**config.mk**
```make
export PLATFORM = sky130hd
export DESIGN_NAME = float64_ieee_remainder
export DESIGN_NICKNAME = d
export VERILOG_FILES = /design/src/rtl/frem_pkg.sv /design/src/rtl/frem_fifo.sv /design/src/rtl/frem_front.sv /design/src/rtl/frem_back.sv /design/src/rtl/float64_ieee_remainder.sv
export VERILOG_INCLUDE_DIRS = /design/src /design/src/rtl
export SDC_FILE = /design/constraint.sdc
export NUM_CORES = 2
export LEC_CHECK = 0
export ABC_AREA = 1
export BUFFER_PORTS_ARGS = -buffer_cell sky130_fd_sc_hd__buf_2
export CORE_ASPECT_RATIO = 2
export CORE_UTILIZATION = 55
export DETAILED_ROUTE_END_ITERATION = 16
export GPL_TIMING_DRIVEN = 0
export PLACE_DENSITY = 0.78
export RECOVER_POWER = 50
export SYNTH_ARGS = -nofsm -noshare
export SYNTH_HDL_FRONTEND = slang
export SYNTH_HIERARCHICAL = 1
export SYNTH_SLANG_ARGS = --single-unit
```
**constraint.sdc**
```tcl
create_clock -name clk_i -period 10.5 [get_ports clk_i]
set_input_delay 1.05 -clock clk_i [delete_from_list [all_inputs] [get_ports clk_i]]
set_output_delay 1.05 -clock clk_i [all_outputs]
set_load 0.05 [all_outputs]
```
**src/rtl/float64_ieee_remainder_defines.svh**
```systemverilog
// ---------------------------------------------------------------------------
// Assertion macros for the binary64 remainder block
// Shared property wrappers; each check samples on its given clock (clk_i for FREM_ASSERT), off in reset.
// ---------------------------------------------------------------------------
`ifndef FLOAT64_IEEE_REMAINDER_DEFINES_SVH
`define FLOAT64_IEEE_REMAINDER_DEFINES_SVH

// Generic clocked assertion with an explicit clock and active-low reset.
`define FREM_ASSERT_CLK(lbl, clk, rstn, prop, msg) \
  lbl: assert property (@(posedge clk) disable iff (!rstn) prop) else $error(msg);

// Clocked assertion on the block clock and reset.
`define FREM_ASSERT(lbl, prop, msg) \
  `FREM_ASSERT_CLK(lbl, clk_i, rst_ni, prop, msg)

`endif

```
**src/rtl/frem_pkg.sv**
```systemverilog
// ---------------------------------------------------------------------------
// Remainder package
// Constants and the job record passed from the front end to the datapath.
// ---------------------------------------------------------------------------
`timescale 1ns / 1ps

package frem_pkg;

  localparam logic [62:0] ExpAll     = 63'h7FF0000000000000;
  localparam logic [63:0] QuietBit   = 64'h0008000000000000;
  localparam logic [63:0] DefaultNan = 64'h7FF8000000000000;
  localparam int unsigned ExpW       = 13;
  localparam int unsigned ManW       = 53;
  localparam int unsigned CntW       = 12;
  localparam logic signed [ExpW-1:0] MinExp  = -13'sd1074;
  localparam logic signed [ExpW-1:0] ExpBias = 13'sd1075;

  typedef struct packed {
    logic                   direct;  // result already known
    logic [63:0]            res;
    logic                   inv;
    logic                   sx;
    logic [ManW-1:0]        mx;
    logic [ManW-1:0]        my;
    logic signed [ExpW-1:0] ey;
    logic [CntW-1:0]        steps;
  } job_t;

  typedef struct packed {
    logic [63:0] res;
    logic        inv;
  } result_t;

endpackage

```
**src/rtl/frem_fifo.sv**
```systemverilog
// ---------------------------------------------------------------------------
// Remainder queue
// Small register queue used between the front end, the datapath and output.
// ---------------------------------------------------------------------------
`timescale 1ns / 1ps

module frem_fifo #(
  parameter int unsigned Width = 8,
  parameter int unsigned Depth = 2
) (
  input  logic             clk_i,
  input  logic             rst_ni,
  input  logic             push_i,
  input  logic [Width-1:0] data_i,
  output logic             full_o,
  input  logic             pop_i,
  output logic [Width-1:0] data_o,
  output logic             empty_o
);

  localparam int unsigned PtrW = (Depth > 1) ? $clog2(Depth) : 1;
  localparam int unsigned CntW = $clog2(Depth + 1);

  logic [Width-1:0] mem_q [Depth];
  logic [PtrW-1:0]  wptr_q, wptr_d, rptr_q, rptr_d;
  logic [CntW-1:0]  cnt_q, cnt_d;
  logic             do_push, do_pop;

  assign full_o  = (cnt_q == CntW'(Depth));
  assign empty_o = (cnt_q == '0);
  assign data_o  = mem_q[rptr_q];
  assign do_push = push_i && !full_o;
  assign do_pop  = pop_i && !empty_o;

  always_comb begin
    wptr_d = wptr_q;
    rptr_d = rptr_q;
    cnt_d  = cnt_q;
    if (do_push) begin
      wptr_d = (wptr_q == PtrW'(Depth - 1)) ? '0 : wptr_q + 1'b1;
    end
    if (do_pop) begin
      rptr_d = (rptr_q == PtrW'(Depth - 1)) ? '0 : rptr_q + 1'b1;
    end
    if (do_push && !do_pop) begin
      cnt_d = cnt_q + 1'b1;
    end else if (do_pop && !do_push) begin
      cnt_d = cnt_q - 1'b1;
    end
  end

  always_ff @(posedge clk_i or negedge rst_ni) begin
    if (!rst_ni) begin
      wptr_q <= '0;
      rptr_q <= '0;
      cnt_q  <= '0;
    end else begin
      wptr_q <= wptr_d;
      rptr_q <= rptr_d;
      cnt_q  <= cnt_d;
    end
  end

  always_ff @(posedge clk_i) begin
    if (do_push) begin
      mem_q[wptr_q] <= data_i;
    end
  end

endmodule

```
**src/rtl/frem_front.sv**
```systemverilog
// ---------------------------------------------------------------------------
// Remainder front end
// Classifies operands, settles special cases, normalizes both mantissas.
// ---------------------------------------------------------------------------
`timescale 1ns / 1ps

module frem_front (
  input  logic            clk_i,
  input  logic            rst_ni,
  input  logic            push_i,
  input  logic [63:0]     dividend_bits_i,
  input  logic [63:0]     divisor_bits_i,
  output logic            full_o,
  output logic            job_push_o,
  output frem_pkg::job_t  job_o,
  input  logic            job_full_i
);

  typedef enum logic [2:0] {
    FE_IDLE = 3'b001,
    FE_NORM = 3'b010,
    FE_PUSH = 3'b100
  } fe_state_e;

  fe_state_e                        state_q, state_d;
  frem_pkg::job_t                   job_q, job_d;
  logic [63:0]                      xb_q, xb_d;
  logic [frem_pkg::ManW-1:0]        mx_q, mx_d, my_q, my_d;
  logic signed [frem_pkg::ExpW-1:0] ex_q, ex_d, ey_q, ey_d;

  logic [62:0]                      ax, ay;
  logic                             accept;
  logic signed [frem_pkg::ExpW-1:0] diff;

  assign ax         = dividend_bits_i[62:0];
  assign ay         = divisor_bits_i[62:0];
  assign full_o     = (state_q != FE_IDLE);
  assign accept     = push_i && (state_q == FE_IDLE);
  assign job_push_o = (state_q == FE_PUSH);
  assign job_o      = job_q;
  assign diff       = ex_q - ey_q + frem_pkg::ExpW'(1);

  always_comb begin
    state_d = state_q;
    job_d   = job_q;
    xb_d    = xb_q;
    mx_d    = mx_q;
    my_d    = my_q;
    ex_d    = ex_q;
    ey_d    = ey_q;
    case (state_q)
      FE_IDLE: begin
        if (accept) begin
          xb_d          = dividend_bits_i;
          job_d         = '0;
          job_d.direct  = 1'b1;
          job_d.sx      = dividend_bits_i[63];
          state_d       = FE_PUSH;
          if (ax > frem_pkg::ExpAll) begin
            job_d.res = dividend_bits_i | frem_pkg::QuietBit;
            job_d.inv = 1'b1;
          end else if (ay > frem_pkg::ExpAll) begin
            job_d.res = divisor_bits_i | frem_pkg::QuietBit;
            job_d.inv = 1'b1;
          end else if (ax == frem_pkg::ExpAll || ay == '0) begin
            job_d.res = frem_pkg::DefaultNan;
            job_d.inv = 1'b1;
          end else if (ay == frem_pkg::ExpAll || ax == '0) begin
            job_d.res = dividend_bits_i;
          end else begin
            // unpack both; subnormals start at the minimum exponent
            mx_d    = {(ax[62:52] != '0), ax[51:0]};
            my_d    = {(ay[62:52] != '0), ay[51:0]};
            ex_d    = (ax[62:52] == '0) ? frem_pkg::MinExp
                    : $signed({2'b00, ax[62:52]}) - frem_pkg::ExpBias;
            ey_d    = (ay[62:52] == '0) ? frem_pkg::MinExp
                    : $signed({2'b00, ay[62:52]}) - frem_pkg::ExpBias;
            state_d = FE_NORM;
          end
        end
      end
      FE_NORM: begin
        // shift each mantissa one bit a cycle until the leading bit is set
        if (!mx_q[frem_pkg::ManW-1]) begin
          mx_d = {mx_q[frem_pkg::ManW-2:0], 1'b0};
          ex_d = ex_q - frem_pkg::ExpW'(1);
        end
        if (!my_q[frem_pkg::ManW-1]) begin
          my_d = {my_q[frem_pkg::ManW-2:0], 1'b0};
          ey_d = ey_q - frem_pkg::ExpW'(1);
        end
        if (mx_q[frem_pkg::ManW-1] && my_q[frem_pkg::ManW-1]) begin
          state_d = FE_PUSH;
          if (diff < 0) begin
            job_d.res = xb_q;
          end else begin
            job_d.direct = 1'b0;
            job_d.mx     = mx_q;
            job_d.my     = my_q;
            job_d.ey     = ey_q;
            job_d.steps  = diff[frem_pkg::CntW-1:0];
          end
        end
      end
      FE_PUSH: begin
        if (!job_full_i) begin
          state_d = FE_IDLE;
        end
      end
      default: state_d = FE_IDLE;
    endcase
  end

  always_ff @(posedge clk_i or negedge rst_ni) begin
    if (!rst_ni) begin
      state_q <= FE_IDLE;
    end else begin
      state_q <= state_d;
    end
  end

  always_ff @(posedge clk_i) begin
    job_q <= job_d;
    xb_q  <= xb_d;
    mx_q  <= mx_d;
    my_q  <= my_d;
    ex_q  <= ex_d;
    ey_q  <= ey_d;
  end

endmodule

```
**src/rtl/frem_back.sv**
```systemverilog
// ---------------------------------------------------------------------------
// Remainder datapath
// Shift-and-subtract modulo, round to nearest even quotient, repack.
// ---------------------------------------------------------------------------
`timescale 1ns / 1ps

module frem_back (
  input  logic              clk_i,
  input  logic              rst_ni,
  input  frem_pkg::job_t    job_i,
  input  logic              job_empty_i,
  output logic              job_pop_o,
  output logic              res_push_o,
  output frem_pkg::result_t res_o,
  input  logic              res_full_i
);

  localparam int unsigned RW = frem_pkg::ManW + 2;

  typedef enum logic [6:0] {
    BE_IDLE = 7'b0000001,
    BE_LOOP = 7'b0000010,
    BE_FIN  = 7'b0000100,
    BE_RND  = 7'b0001000,
    BE_DN   = 7'b0010000,
    BE_UP   = 7'b0100000,
    BE_OUT  = 7'b1000000
  } be_state_e;

  be_state_e                        state_q, state_d;
  logic [RW-1:0]                    r_q, r_d;
  logic [RW-1:0]                    big_q, big_d;
  logic [frem_pkg::CntW-1:0]        cnt_q, cnt_d;
  logic signed [frem_pkg::ExpW-1:0] e_q, e_d;
  logic                             sx_q, sx_d, odd_q, odd_d, flip_q, flip_d;
  frem_pkg::result_t                res_q, res_d;

  logic [RW-1:0]                    r_red, r_dbl;
  logic signed [frem_pkg::ExpW-1:0] be;
  logic [frem_pkg::ManW-1:0]        m;

  assign job_pop_o  = (state_q == BE_IDLE) && !job_empty_i;
  assign res_push_o = (state_q == BE_OUT);
  assign res_o      = res_q;
  assign r_red      = (r_q >= big_q) ? r_q - big_q : r_q;
  assign r_dbl      = {r_q[RW-2:0], 1'b0};
  assign m          = r_q[frem_pkg::ManW-1:0];
  assign be         = e_q + frem_pkg::ExpBias;

  always_comb begin
    state_d = state_q;
    r_d     = r_q;
    big_d   = big_q;
    cnt_d   = cnt_q;
    e_d     = e_q;
    sx_d    = sx_q;
    odd_d   = odd_q;
    flip_d  = flip_q;
    res_d   = res_q;
    case (state_q)
      BE_IDLE: begin
        if (!job_empty_i) begin
          res_d.res = job_i.res;
          res_d.inv = job_i.inv;
          sx_d      = job_i.sx;
          r_d       = RW'(job_i.mx);
          big_d     = {1'b0, job_i.my, 1'b0};
          e_d       = job_i.ey - frem_pkg::ExpW'(1);
          cnt_d     = job_i.steps;
          if (job_i.direct) begin
            state_d = BE_OUT;
          end else if (job_i.steps == '0) begin
            state_d = BE_FIN;
          end else begin
            state_d = BE_LOOP;
          end
        end
      end
      BE_LOOP: begin
        r_d   = {r_red[RW-2:0], 1'b0};
        cnt_d = cnt_q - 1'b1;
        if (cnt_q == frem_pkg::CntW'(1)) begin
          state_d = BE_FIN;
        end
      end
      BE_FIN: begin
        odd_d   = (r_q >= big_q);
        r_d     = r_red;
        state_d = BE_RND;
      end
      BE_RND: begin
        // round the quotient up past half, or at half when it is odd
        flip_d = (r_dbl > big_q) || ((r_dbl == big_q) && odd_q);
        if (flip_d) begin
          r_d = big_q - r_q;
        end
        state_d = BE_DN;
      end
      BE_DN: begin
        if (r_q == '0) begin
          res_d.res = {sx_q, 63'd0};
          state_d   = BE_OUT;
        end else if (e_q < frem_pkg::MinExp) begin
          r_d = r_q >> 1;
          e_d = e_q + frem_pkg::ExpW'(1);
        end else begin
          state_d = BE_UP;
        end
      end
      BE_UP: begin
        if (!m[frem_pkg::ManW-1] && (e_q > frem_pkg::MinExp)) begin
          r_d = {r_q[RW-2:0], 1'b0};
          e_d = e_q - frem_pkg::ExpW'(1);
        end else begin
          res_d.res[63] = sx_q ^ flip_q;
          if (m[frem_pkg::ManW-1]) begin
            res_d.res[62:0] = {be[10:0], m[51:0]};
          end else begin
            res_d.res[62:0] = {11'd0, m[51:0]};
          end
          state_d = BE_OUT;
        end
      end
      BE_OUT: begin
        if (!res_full_i) begin
          state_d = BE_IDLE;
        end
      end
      default: state_d = BE_IDLE;
    endcase
  end

  always_ff @(posedge clk_i or negedge rst_ni) begin
    if (!rst_ni) begin
      state_q <= BE_IDLE;
    end else begin
      state_q <= state_d;
    end
  end

  always_ff @(posedge clk_i) begin
    r_q    <= r_d;
    big_q  <= big_d;
    cnt_q  <= cnt_d;
    e_q    <= e_d;
    sx_q   <= sx_d;
    odd_q  <= odd_d;
    flip_q <= flip_d;
    res_q  <= res_d;
  end

endmodule

```
**src/rtl/float64_ieee_remainder.sv**
```systemverilog
// ---------------------------------------------------------------------------
// Binary64 IEEE remainder
// Exact x - n*y with n the quotient rounded to nearest, ties to even.
// ---------------------------------------------------------------------------
// One item at a time through each half. The front end shifts each mantissa until
// its leading bit is set; the datapath runs the modulo over d, the exponent
// difference plus one (at most 2098), then rounds and renormalizes the result
// one bit a cycle; the modulo retires one quotient bit per cycle. Special
// operands skip the modulo. A job queue lets the front end normalize the
// next item while the datapath works.
`timescale 1ns / 1ps

`include "float64_ieee_remainder_defines.svh"

module float64_ieee_remainder #(
  parameter int unsigned JobDepth = 2
) (
  input  logic        clk_i,
  input  logic        rst_ni,
  input  logic        push,
  output logic        full,
  input  logic [63:0] dividend_bits_i,
  input  logic [63:0] divisor_bits_i,
  output logic        empty,
  input  logic        pop,
  output logic [63:0] remainder_bits_o,
  output logic        invalid_flag_o
);

  frem_pkg::job_t    fe_job, be_job;
  logic              fe_push, job_full, job_empty, be_pop;
  frem_pkg::result_t be_res, out_res;
  logic              be_push, res_full;
  logic              out_exp_ones, out_nan;

  frem_front u_front (
    .clk_i,
    .rst_ni,
    .push_i          (push),
    .dividend_bits_i,
    .divisor_bits_i,
    .full_o          (full),
    .job_push_o      (fe_push),
    .job_o           (fe_job),
    .job_full_i      (job_full)
  );

  frem_fifo #(
    .Width ($bits(frem_pkg::job_t)),
    .Depth (JobDepth)
  ) u_job_q (
    .clk_i,
    .rst_ni,
    .push_i  (fe_push),
    .data_i  (fe_job),
    .full_o  (job_full),
    .pop_i   (be_pop),
    .data_o  (be_job),
    .empty_o (job_empty)
  );

  frem_back u_back (
    .clk_i,
    .rst_ni,
    .job_i       (be_job),
    .job_empty_i (job_empty),
    .job_pop_o   (be_pop),
    .res_push_o  (be_push),
    .res_o       (be_res),
    .res_full_i  (res_full)
  );

  frem_fifo #(
    .Width ($bits(frem_pkg::result_t)),
    .Depth (2)
  ) u_res_q (
    .clk_i,
    .rst_ni,
    .push_i  (be_push),
    .data_i  (be_res),
    .full_o  (res_full),
    .pop_i   (pop),
    .data_o  (out_res),
    .empty_o (empty)
  );

  assign remainder_bits_o = out_res.res;
  assign invalid_flag_o   = out_res.inv;
  assign out_exp_ones     = (remainder_bits_o[62:52] == 11'h7FF);
  assign out_nan          = out_exp_ones && remainder_bits_o[51];

  `FREM_ASSERT(a_nan_flag, !empty && invalid_flag_o |-> out_nan, "NaN result is not quiet")
  `FREM_ASSERT(a_no_inf, !empty && !invalid_flag_o |-> !out_exp_ones, "valid result not finite")
  `FREM_ASSERT(a_job_hold, fe_push && job_full |=> fe_push && $stable(fe_job), "stalled job moved")
  `FREM_ASSERT(a_res_hold, be_push && res_full |=> be_push && $stable(be_res), "stalled result moved")

endmodule

```
### Word-level counts from Yosys, hierarchy flattened

Memory sizes are Yosys's and may differ from the RTL's.
Cells that the tools add are included.
W data, S select, Z words.

* word-level logic and storage cells: 251
* RAM bits: 526
* register bits: 613
* memories: 2

Memories
* u_job_q.mem_q: depth 2, width 198, rd ports 1, clocked after memory_dff 0, wr ports 1, line frem_fifo.sv:24 `logic [Width-1:0] mem_q [Depth];`
* u_res_q.mem_q: depth 2, width 65, rd ports 1, clocked after memory_dff 0, wr ports 1, line frem_fifo.sv:24

* bitwise operators: 2
* add/sub/neg operators: 21
* mux-type cells: 91
* order comparisons: 7
* eq/ne operators: 39
* reduce and logical (&&, ||, !) cells: 56

Operator list (count)
* $mux W53: 12
* $mux W55: 6
* $pmux W55 S6: 1
* $mux W64: 5
* $mux W131: 2
* $pmux W131 S2: 1
* $mux W65: 4
* $mux W13: 18
* $pmux W53 S2: 2
* $mux W198: 1
* $pmux W64 S3: 1
* $pmux W65 S2: 1
* $eq A63 B63 Y1 const B: 2
* $gt A63 B63 Y1 const B: 2
* $logic_not A63 Y1: 2
* $mux W63: 1
* $ge A55 B54 Y1: 1
* $gt A55 B54 Y1: 1
* $logic_not A55 Y1: 1
* $sub A54 B55 Y55: 1
* $sub A55 B54 Y55: 1
* $eq A54 B53 Y1: 1
* $pmux W13 S2: 2
* $sub A13 B2 Y13 const B: 4
* 55 further kinds: 143

### Logic depth before layout (Yosys ltp)

* depth after elaboration: 8
* mapped depth: 20
* gate-level depth less buffers: 19

### Hierarchy

The synthesis kept the hierarchy.

By module, submodules not included
* frem_back: cells an instance 3431, instances 1, area an instance 22165.0 µm²
* frem_front: cells an instance 1797, instances 1, area an instance 18462.7 µm²
* frem_fifo at u_job_q: cells an instance 1065, instances 1, area an instance 14587.7 µm²
* frem_fifo at u_res_q: cells an instance 371, instances 1, area an instance 4947.2 µm²

### Worst setup path after synthesis

OpenSTA, ideal clock, no wires.

* path type: flip-flop to flip-flop
* from: register u_front.state_q[0]
* to: memory u_job_q/mem_q[1][0] (netlist name) (enable)
* cell stages (with the launch flop): 6
* library setup time: 759 ps
* clock period less this slack: 9719 ps
* path slack: 781 ps
* data arrival time: 8960 ps
* path buffers: 0
* required time: 9741 ps
* cells stage by stage: dfstp_2 -> inv_1 -> nand2_1 -> nor2_1 -> o21ai_0 -> nor2_1

* word-level cells in the longest chain between the ends: 4

RTL lines
* start, declared: line frem_front.sv:25 `fe_state_e state_q, state_d;`
* start signal, assigned: line frem_front.sv:118 `state_q <= state_d;`
* $eq A3 B3 Y1: line frem_front.sv:39 `assign job_push_o = (state_q == FE_PUSH);`
* net fe_push: line float64_ieee_remainder.sv:31 `logic fe_push, job_full, job_empty, be_pop;`
* $logic_and A1 B1 Y1: line frem_fifo.sv:32 `assign do_push = push_i && !full_o;`
* $mux W1: line frem_fifo.sv:65 `if (do_push) begin`
* $mux W1 (implied by the code): line frem_fifo.sv:66 `mem_q[wptr_q] <= data_i;`
* end, declared: line frem_fifo.sv:24

The timed path passes the listed nets, and every way through them passes these cells.

### Worst setup path in the final report

* from: register u_front.state_q[0]
* to: memory u_job_q/mem_q[1][104] (netlist name) (enable)

The elaborated chain is that of the path after synthesis.

==> results_dict.tcl <==
set metrics [dict create \
    outcome "complete, but fails checks" \
    violations "max-capacitance violations, max-slew violations" \
    finalMaxSlewViolations 395 \
    power_frac_comb_pct 51.3 \
    cts_buffers 95 \
    worst-path-max-fanout 34 \
    muxShareOfSynthArea_pct 0 \
    syn-num-nets 7007 \
    htreeDepth 3 \
    die_y_um 470 \
    grt_pass1_vias 48800 \
    synth_top_area_share_pct 55.9 \
    drive_gt1_share_pct 8.02 \
    stdcell_count 8453 \
    synth_cells 6664 \
    synth_fa_ha_area_share_pct 4.44 \
    p_switching_uw 12200 \
    ant_nets 0 \
    post-route-min-period_ns 5.80 \
    seqPwrFrac_pct 33.6 \
    vias_per_cell 5.81 \
    remaining_drc_errors 0 \
    place_area_um2 63500 \
    timing.hold.ws_ns 0.420 \
    gr-total-overflow 0 \
    dr.pass1.iters 6 \
    fmax_mhz 172 \
    synth_cell_types 63 \
    synth_area_per_cell_um2 9.03 \
    start_util_pct 55.5 \
    grt_max_degree 128 \
    finalSetupViolCount 0 \
    place.gp.congestion 1.07 \
    place_inst 8268 \
    dieArea_um2 111000 \
    critPathMaxStageDelay_ns 1.61 \
    syn-cell-area_um2 60200 \
    crit_slowest_cell "nor2_1" \
    dp_hpwl_um 184000 \
    cap_viol_max_count 12 \
    holdPathStages 0 \
    cts_root_buffer "clkbuf_16" \
    io_pins 199 \
    yosysWarnings 6 \
    avgRoutedWirePerCell_um 27.0 \
    core_um2 108000 \
    fin_crit_sh_pct 55.2 \
    drt_iter0_markers 5187 \
    clock_path_buffers 3 \
    finClkSkew_ns 0.0438 \
    start_kind "flip-flop" \
    synth-compound-area-share_pct 6.08 \
    p_clk_share_pct 15.1 \
    ctsResizeCount 0 \
    synth-async-reset-ratio_pct 1.58 \
    worstSetupPathType "reg2reg" \
    postCtsSetupBuffers 0 \
    antenna_found_initial 15 \
    leakage_uw 0.0293 \
    syn2layout_area_growth_pct 10.4 \
    slew_headroom_pct -124 \
    clk_pin_slew_worst_paths_ns 0.08 \
    synth_area_leader_cell "edfxtp_1" \
    nNetsFinal 7324 \
    cts_tree "yes" \
    tightest_slew_ns 3.35 \
    synth_top_family_by_area "simple AND/OR/NAND/NOR gates" \
    synth_most_common_cell "nand2_1" \
    die_width_um 236 \
    synth_commonest_cells "2,303 x nand2_1, 1,120 x edfxtp_1, 920 x inv_1" \
    detail_route.wirelength_um 228000 \
    post-route-util_pct 61.2 \
    p_int_uw 12300 \
    crit_path_end_kind "flip-flop" \
    rsz0062_at_grt "false" \
    crit_path_cell_trace "inv_1 -> nand2_1 -> nor2_1 -> o21ai_0 -> nor2_1 -> clkbuf_1 -> clkbuf_1" \
    finalInstanceArea_um2 66400 \
    ys_seq_area_share_pct 56.7 \
    ys_seq_elements 1138 \
    yosys.area_share.simple_pct 23.9 \
    clock_latency_ns 0.74 \
    grt_pass1_wl_um 321000 \
    ir_worst_vdd_mv 0.297 \
    p_sw_share_pct 49.7 \
    hold_violations 0 \
    row_count 171 \
    grt_use_total_pct 41.1 \
    r2r_cells 7 \
    cts.hold.buffers_added 0 \
    cp.arrival_ns 6.09 \
    dr_total_vias 49100 \
    clock-sinks 1138 \
    powerDensity_nw_per_um2 369 \
    synth_edf_count 1120 \
    portBuffers 196 \
    hp-class "reg2reg" \
    yosys_most_used_dff "edfxtp_1" \
    required_ns 10.79 \
    synth_xor_area_share_pct 1.03 \
    synth.area.top_cells "edfxtp_1 56%, nand2_1 14%, inv_1 5.7%" \
]
-- cells by family after synthesis --
kind of cell | after synthesis
AOI/OAI and AO/OA | 598
buffers and inverters | 1174
xor gates and xnor gates | 71
adders and majority gates | 211
and+or+nand+nor | 3472
DFF | 1138
-- power groups by stage --
| stage | combinational [uW] | clock, uW | sequential [uW] |
|---|---|---|---|
| floorplan | 7320 | 0 | 7920 |
| finish | 12600 | 3700 | 8230 |
| global route | 13300 | 3900 | 8310 |
| global placement | 11700 | 0 | 8450 |
| detailed placement | 12000 | 0 | 8270 |
| CTS | 12100 | 3740 | 8180 |
-- registers in the layout (all words and copies together) (netlist names), 53 cells and up --
name           flops
u_front/job_o    198
u_back/res_o      65
u_front/mx_q      53
u_back/r_q        55
u_res_q/mem_q    130
u_front/xb_q      63
u_front/my_q      53
u_job_q/mem_q    396
u_back/big_q      53
-- worst paths after layout --
kind | from | end | slack, ns
max | u_front/state_q[0] | u_job_q/mem_q[1][104] | 4.70
min | u_back/res_o[21] | u_res_q/mem_q[0][21] | 0.42
max reg2reg | u_front/state_q[0] | u_job_q/mem_q[1][104] | 4.70
min reg2reg | u_back/res_o[21] | u_res_q/mem_q[0][21] | 0.42
max in group asynchronous | rst_ni | u_job_q/wptr_q | 8.95
min in group asynchronous | rst_ni | u_res_q/cnt_q[0] | 0.65
-- through the flow --
stage / worst slack (ns) / total power (uW) / TNS (ns)
4_1_cts: 5.53 / 24000 / 0
3_3_place_gp: -3.16 / 20100 / -622.83
2_1_floorplan: 0.781 / 15200 / 0
3_5_place_dp: 5.53 / 20300 / 0
5_1_grt: 4.36 / 25500 / 0
6_report: 4.70 / 24500 / 0
-- layout by cell type (no fill, tap or decap), types with 18 or more instances in the layout --
cell type,netlist,final
edfxtp_1,1120,1120
buf_4,32,33
nor3_1,46,47
clkbuf_16,0,96
or2_2,55,55
nand3_1,438,438
xnor2_1,38,38
nand4_1,69,70
clkbuf_1,85,178
nor2_2,20,20
a221oi_1,32,32
ha_1,207,207
o21ai_0,169,168
o211ai_1,21,21
buf_2,78,202
xor2_1,33,33
a22o_1,59,59
nand3b_1,24,24
buf_6,17,18
a21oi_1,172,172
o22ai_1,76,75
inv_1,920,919
nor2_1,456,452
inv_2,22,21
nand2_1,2303,2303
-- metal layers --
| layer | GRT usage (%) | vias to the layer above | routed length [um] |
|---|---|---|---|
| met2 | 70.3 | 2681 | 112000 |
| met3 | 7.45 | 908 | 15900 |
| li1 | - | 22600 | - |
| met5 | 0 | - | 56 |
| met1 | 41.0 | 23000 | 73300 |
| met4 | 42.0 | 8 | 27400 |
-- cell type report --
type | count | area [um2]
clock inverter | 66 | 763
sequential | 1138 | 34100
antenna | 11 | 27.5
tap | 1384 | 1730
timing repair buffer | 220 | 1230
inverter | 947 | 3560
buffer | 227 | 1190
multi-input combinational | 4352 | 21400
fill | 9088 | 42100
clock buffer | 108 | 2470
-- critical path, delay by kind of cell, from the launching register on --
family | cells | cell delay (ns)
buffers and inverters | 3 | 2.84
AOI/OAI and AO/OA | 1 | 0.23
DFF | 1 | 0.37
and+or+nand+nor | 3 | 1.89
(Power assumes the default switching activity.)
